## src/hdl/bats_pkg.sv

```systemverilog
// Shared types, glyph table and symbol lookup for the block-average-to-symbol unit.
`default_nettype none

package bats_pkg;

	localparam int SUM_W    = 12;
	localparam int ACC_W    = 10;
	localparam int SYM_W    = 6;
	localparam int GLYPHS_N = 11;
	localparam int SUM_STEP = 216;

	// Brightness ramp, darkest first: . : ; 7 2 5 4 6 9 0 8
	localparam logic [SYM_W-1:0] GLYPHS [GLYPHS_N] = '{
		6'd46, 6'd58, 6'd59, 6'd55, 6'd50, 6'd53, 6'd52, 6'd54, 6'd57, 6'd48, 6'd56
	};

	typedef struct packed {
		logic [SYM_W-1:0] symbol_code;
		logic             row_end;
		logic             frame_end;
	} result_t;

	// floor(sum / 216), saturated at the last glyph, then looked up.
	function automatic logic [SYM_W-1:0] glyph_of(input logic [SUM_W-1:0] sum);
		logic [3:0] idx;
		idx = '0;
		for (int k = 1; k < GLYPHS_N; k++) begin
			if (sum >= SUM_W'(k * SUM_STEP))
				idx = 4'(k);
		end
		return GLYPHS[idx];
	endfunction

endpackage

`default_nettype wire

```

## src/hdl/bats_skid.sv

```systemverilog
// Two-entry output buffer: result register plus skid slot.
`default_nettype none

module bats_skid
	import bats_pkg::*;
(
	input  wire logic    clk,
	input  wire logic    arst_n,
	input  wire logic    push,
	input  wire result_t push_data,
	output logic         m_tvalid,
	input  wire logic    m_tready,
	output result_t      m_data,
	output logic [1:0]   occ
);

	logic    skid_valid_q;
	result_t skid_q;
	result_t out_q;

	assign m_tvalid = (occ != 2'd0);
	assign m_data   = out_q;

	always_ff @(posedge clk or negedge arst_n) begin
		if (!arst_n) begin
			occ          <= 2'd0;
			skid_valid_q <= 1'b0;
		end else begin
			if (!m_tvalid || m_tready) begin
				if (skid_valid_q) begin
					skid_valid_q <= push;
					occ          <= push ? 2'd2 : 2'd1;
				end else begin
					occ <= push ? 2'd1 : 2'd0;
				end
			end else if (push) begin
				skid_valid_q <= 1'b1;
				occ          <= 2'd2;
			end
		end
	end

	// Payload: refill the head from the skid slot first, park a push when the head holds.
	always_ff @(posedge clk) begin
		if (!m_tvalid || m_tready) begin
			if (skid_valid_q) begin
				out_q  <= skid_q;
				skid_q <= push_data;
			end else begin
				out_q <= push_data;
			end
		end else if (push) begin
			skid_q <= push_data;
		end
	end

endmodule

`default_nettype wire

```

## config.mk

```make
export PLATFORM = sky130hd
export DESIGN_NAME = bats_skid
export DESIGN_NICKNAME = d
export VERILOG_FILES = /design/src/hdl/bats_pkg.sv /design/src/hdl/bats_skid.sv
export SDC_FILE = /design/constraint.sdc
export NUM_CORES = 1
export LEC_CHECK = 0
export BUFFER_PORTS_ARGS = -buffer_cell sky130_fd_sc_hd__buf_2
export CORE_MARGIN = 3
export CORE_UTILIZATION = 30
export CTS_CLUSTER_DIAMETER = 100
export DETAILED_ROUTE_END_ITERATION = 10
export REMOVE_ABC_BUFFERS = 1
export SLEW_MARGIN = 10
export SYNTH_ARGS = -nofsm -noshare
export SYNTH_HDL_FRONTEND = slang
export SYNTH_SLANG_ARGS = --single-unit
```

## constraint.sdc

```tcl
create_clock -name clk -period 1.52 [get_ports clk]
set_input_delay 0.304 -clock clk [delete_from_list [all_inputs] [get_ports clk]]
set_output_delay 0.304 -clock clk [all_outputs]
set_load 0.02 [all_outputs]
```

==> impl_metrics.toml <==
[final_layout]
layout-drive-gt1-share_pct = 55.7
most-common-layout-cells = "buf_2 (22), edfxtp_1 (16), mux2_4 (7)"
instances_no_fill = 98
num-fill-cells = 216
seqCellArea_um2 = 531
multiInputGateArea_um2 = 196
nNetsFinal = 84
area_growth_pct = 26.7
final_common_cell = "buf_2"
antennaDiodeCount = 0

[die]
dieWidth_um = 56.0
start_util_pct = 32.6
ios = 23
dieArea_um2 = 3130
core_um2 = 2300
placementRows = 17
chipHeight_um = 56.0

[timing]
skew_ps = 0.589
slew_viol_final = 0
setup_viol = 0
period_minus_slack_ps = 1420
slew_headroom_pct = 82.2
finalHoldViolCount = 0
timing.fmax_mhz = 703
setup_ws_ps = 96.8
rsz0062_at_grt = "no"
worst_pin_slew_ps = 263
whs_ps = 207
timing.final.crit_share_pct = 93.6

[critical_path]
cp_cell_sequence = "or2_1 > buf_2"
critPathLaunchType = "flip-flop"
r2r_slack_ps = 300
critical_path_class = "reg -> out"
worstPathMaxFanout = 7
reg2reg_to = "occ[0]$_DFFE_PN0P_"
cp_num_buf_inv = 1
cpLargestDelayFamily = "flip-flops"
r2r_cells = 3
endpoint = "m_tvalid"
cp-end-kind = "output pin"
required_ps = 1220
r2r-start = "skid_valid_q$_DFFE_PN0P_"
worst-path-stages = 2
critical-path-max-stage-delay_ps = 460
arrival_ps = 1120
slowest_stage = "dfrtp_1"
startpoint = "occ[0]$_DFFE_PN0P_"

[clock_tree]
clock-sinks = 18
cts_resized = 0
clock_latency_ps = 280
cts_buffers = 3
postCtsHoldBufs = 1
cts-root-buf = "clkbuf_4"
clk_pin_slew_worst_paths_ps = 100
post_cts_buffers = 0
htree_levels = 1
clock_path_buffers = 2
cts_tree = "yes"

[power_and_ir_drop]
leakagePower_nw = 0.405
p_total_mw = 1.84
peakVddDrop_uv = 646
powerDensity_nw_per_um2 = 1940

[detailed_routing]
dr.pass1.iters = 2
ant_nets = 0
post-route-drc-count = 0
vias = 428
drt-total-wl_um = 1190
drtIter0Drc = 3
viasPerCell = 4.37
wl_per_cell_um = 12.2

[run]
cap_violations = 0

[global_routing]
track_usage_pct = 8.20
grt_antenna_before_repair = 0
grt_pass1_wl_um = 1930
grt_max_degree = 11
grt_overflow = 0
grt_pass1_vias = 436

[synthesis]
yosysTopAreaCell = "edfxtp_1"
synth_warnings = 0
synthCells = 40
syn_area_per_cell_um2 = 18.7
synth.area.top_cells = "edfxtp_1 (64%), mux2_4 (14%), dfrtp_1 (6.7%)"
ys_seq_elements = 18
ys_types = 18
syn_area_um2 = 749
yosysSeqAreaShare_pct = 70.8
yosys.area.top_type_share_pct = 64.1

[place]
placed_cells = 93
hpwl_um = 938
gp_congestion = 0.671
port_buffers = 22
dpl_worst_slack_ps = 310

[hold_path]
hold_path.class = "in -> reg"

[outcome]
outcome = "finished, final reports clean"
-- metal layers --
metal,up-vias,routed length (um),share of wire (%),global-route usage (%)
li1,210,-,-,-
met1,203,530,44,9.54
met2,13,578,48,13.0
met3,2,67,5.6,2.55
met4,0,17,1.4,5.08
met5,-,0,0,0
-- how the worst min path moves through the flow --
stage | start | to | slack [ps] | cells after the start
floorplan | arst_n | occ[0]$_DFFE_PN0P_ | 8 | 0
global placement | arst_n | skid_valid_q$_DFFE_PN0P_ | 90 | 1
detailed placement | arst_n | skid_valid_q$_DFFE_PN0P_ | 90 | 1
CTS | push_data[0] | skid_q[0]$_DFFE_PP_ | 200 | 1
global route | push_data[0] | skid_q[0]$_DFFE_PP_ | 190 | 1
finish | push_data[0] | skid_q[0]$_DFFE_PP_ | 210 | 1
-- state kept, by name, indices dropped and copies added, names as in the netlist --
signal	count
m_data	8
skid_q	8
occ	1
skid_valid_q	1
-- Yosys cell counts --
cell	number
nor3_2	1
nor2_1	1
inv_1	1
buf_6	1
nor4b_1	1
o21bai_1	1
a21oi_1	1
dfrtp_1	2
buf_4	1
nor2b_1	1
a22o_1	1
mux2_2	1
nand2b_1	1
edfxtp_1	16
mux2_4	7
or2_1	1
ha_1	1
nor3_1	1
-- stage by stage --
| stage | setup TNS (ps) | utilization, % | area (um2) |
|---|---|---|---|
| floorplan | -1870 | - | 731 |
| global placement | 0 | 39.8 | 913 |
| detailed placement | 0 | 39.8 | 913 |
| CTS | 0 | 41.3 | 950 |
| global route | 0 | 41.3 | 950 |
| finish | 0 | 41.3 | 950 |
-- cells by family after synthesis --
family | Yosys count | share of synthesized area, %
flip-flops | 18 | 70.8
multiplexers | 8 | 15.5
AND/OR/NAND/NOR | 7 | 6.18
AO/OA/AOI/OAI | 3 | 2.84
buffers and inverters | 3 | 3.00
adder cells (fa/ha/maj) | 1 | 1.67
-- worst register-to-register path, cell delays in order, from the launching register on --
cell	delay (ps)
dfrtp_1	440
buf_4	190
ha_1	290
a22o_1	200
-- where the power goes --
part,internal (mW),switching (mW),total [mW]
Sequential,0.767,0.0740,0.841
Combinational,0.354,0.406,0.760
Clock,0.102,0.138,0.240
Total,1.22,0.618,1.84
-- final cells by class --
class                      instances  area share, %
timing repair buffer              28           16.6
clock buffer                       4           2.77
multi-input combinational         19           20.7
inverter                           1          0.395
sequential                        18           55.9
tap                               28           3.69
Note: power is estimated with default switching activity, not from simulation.
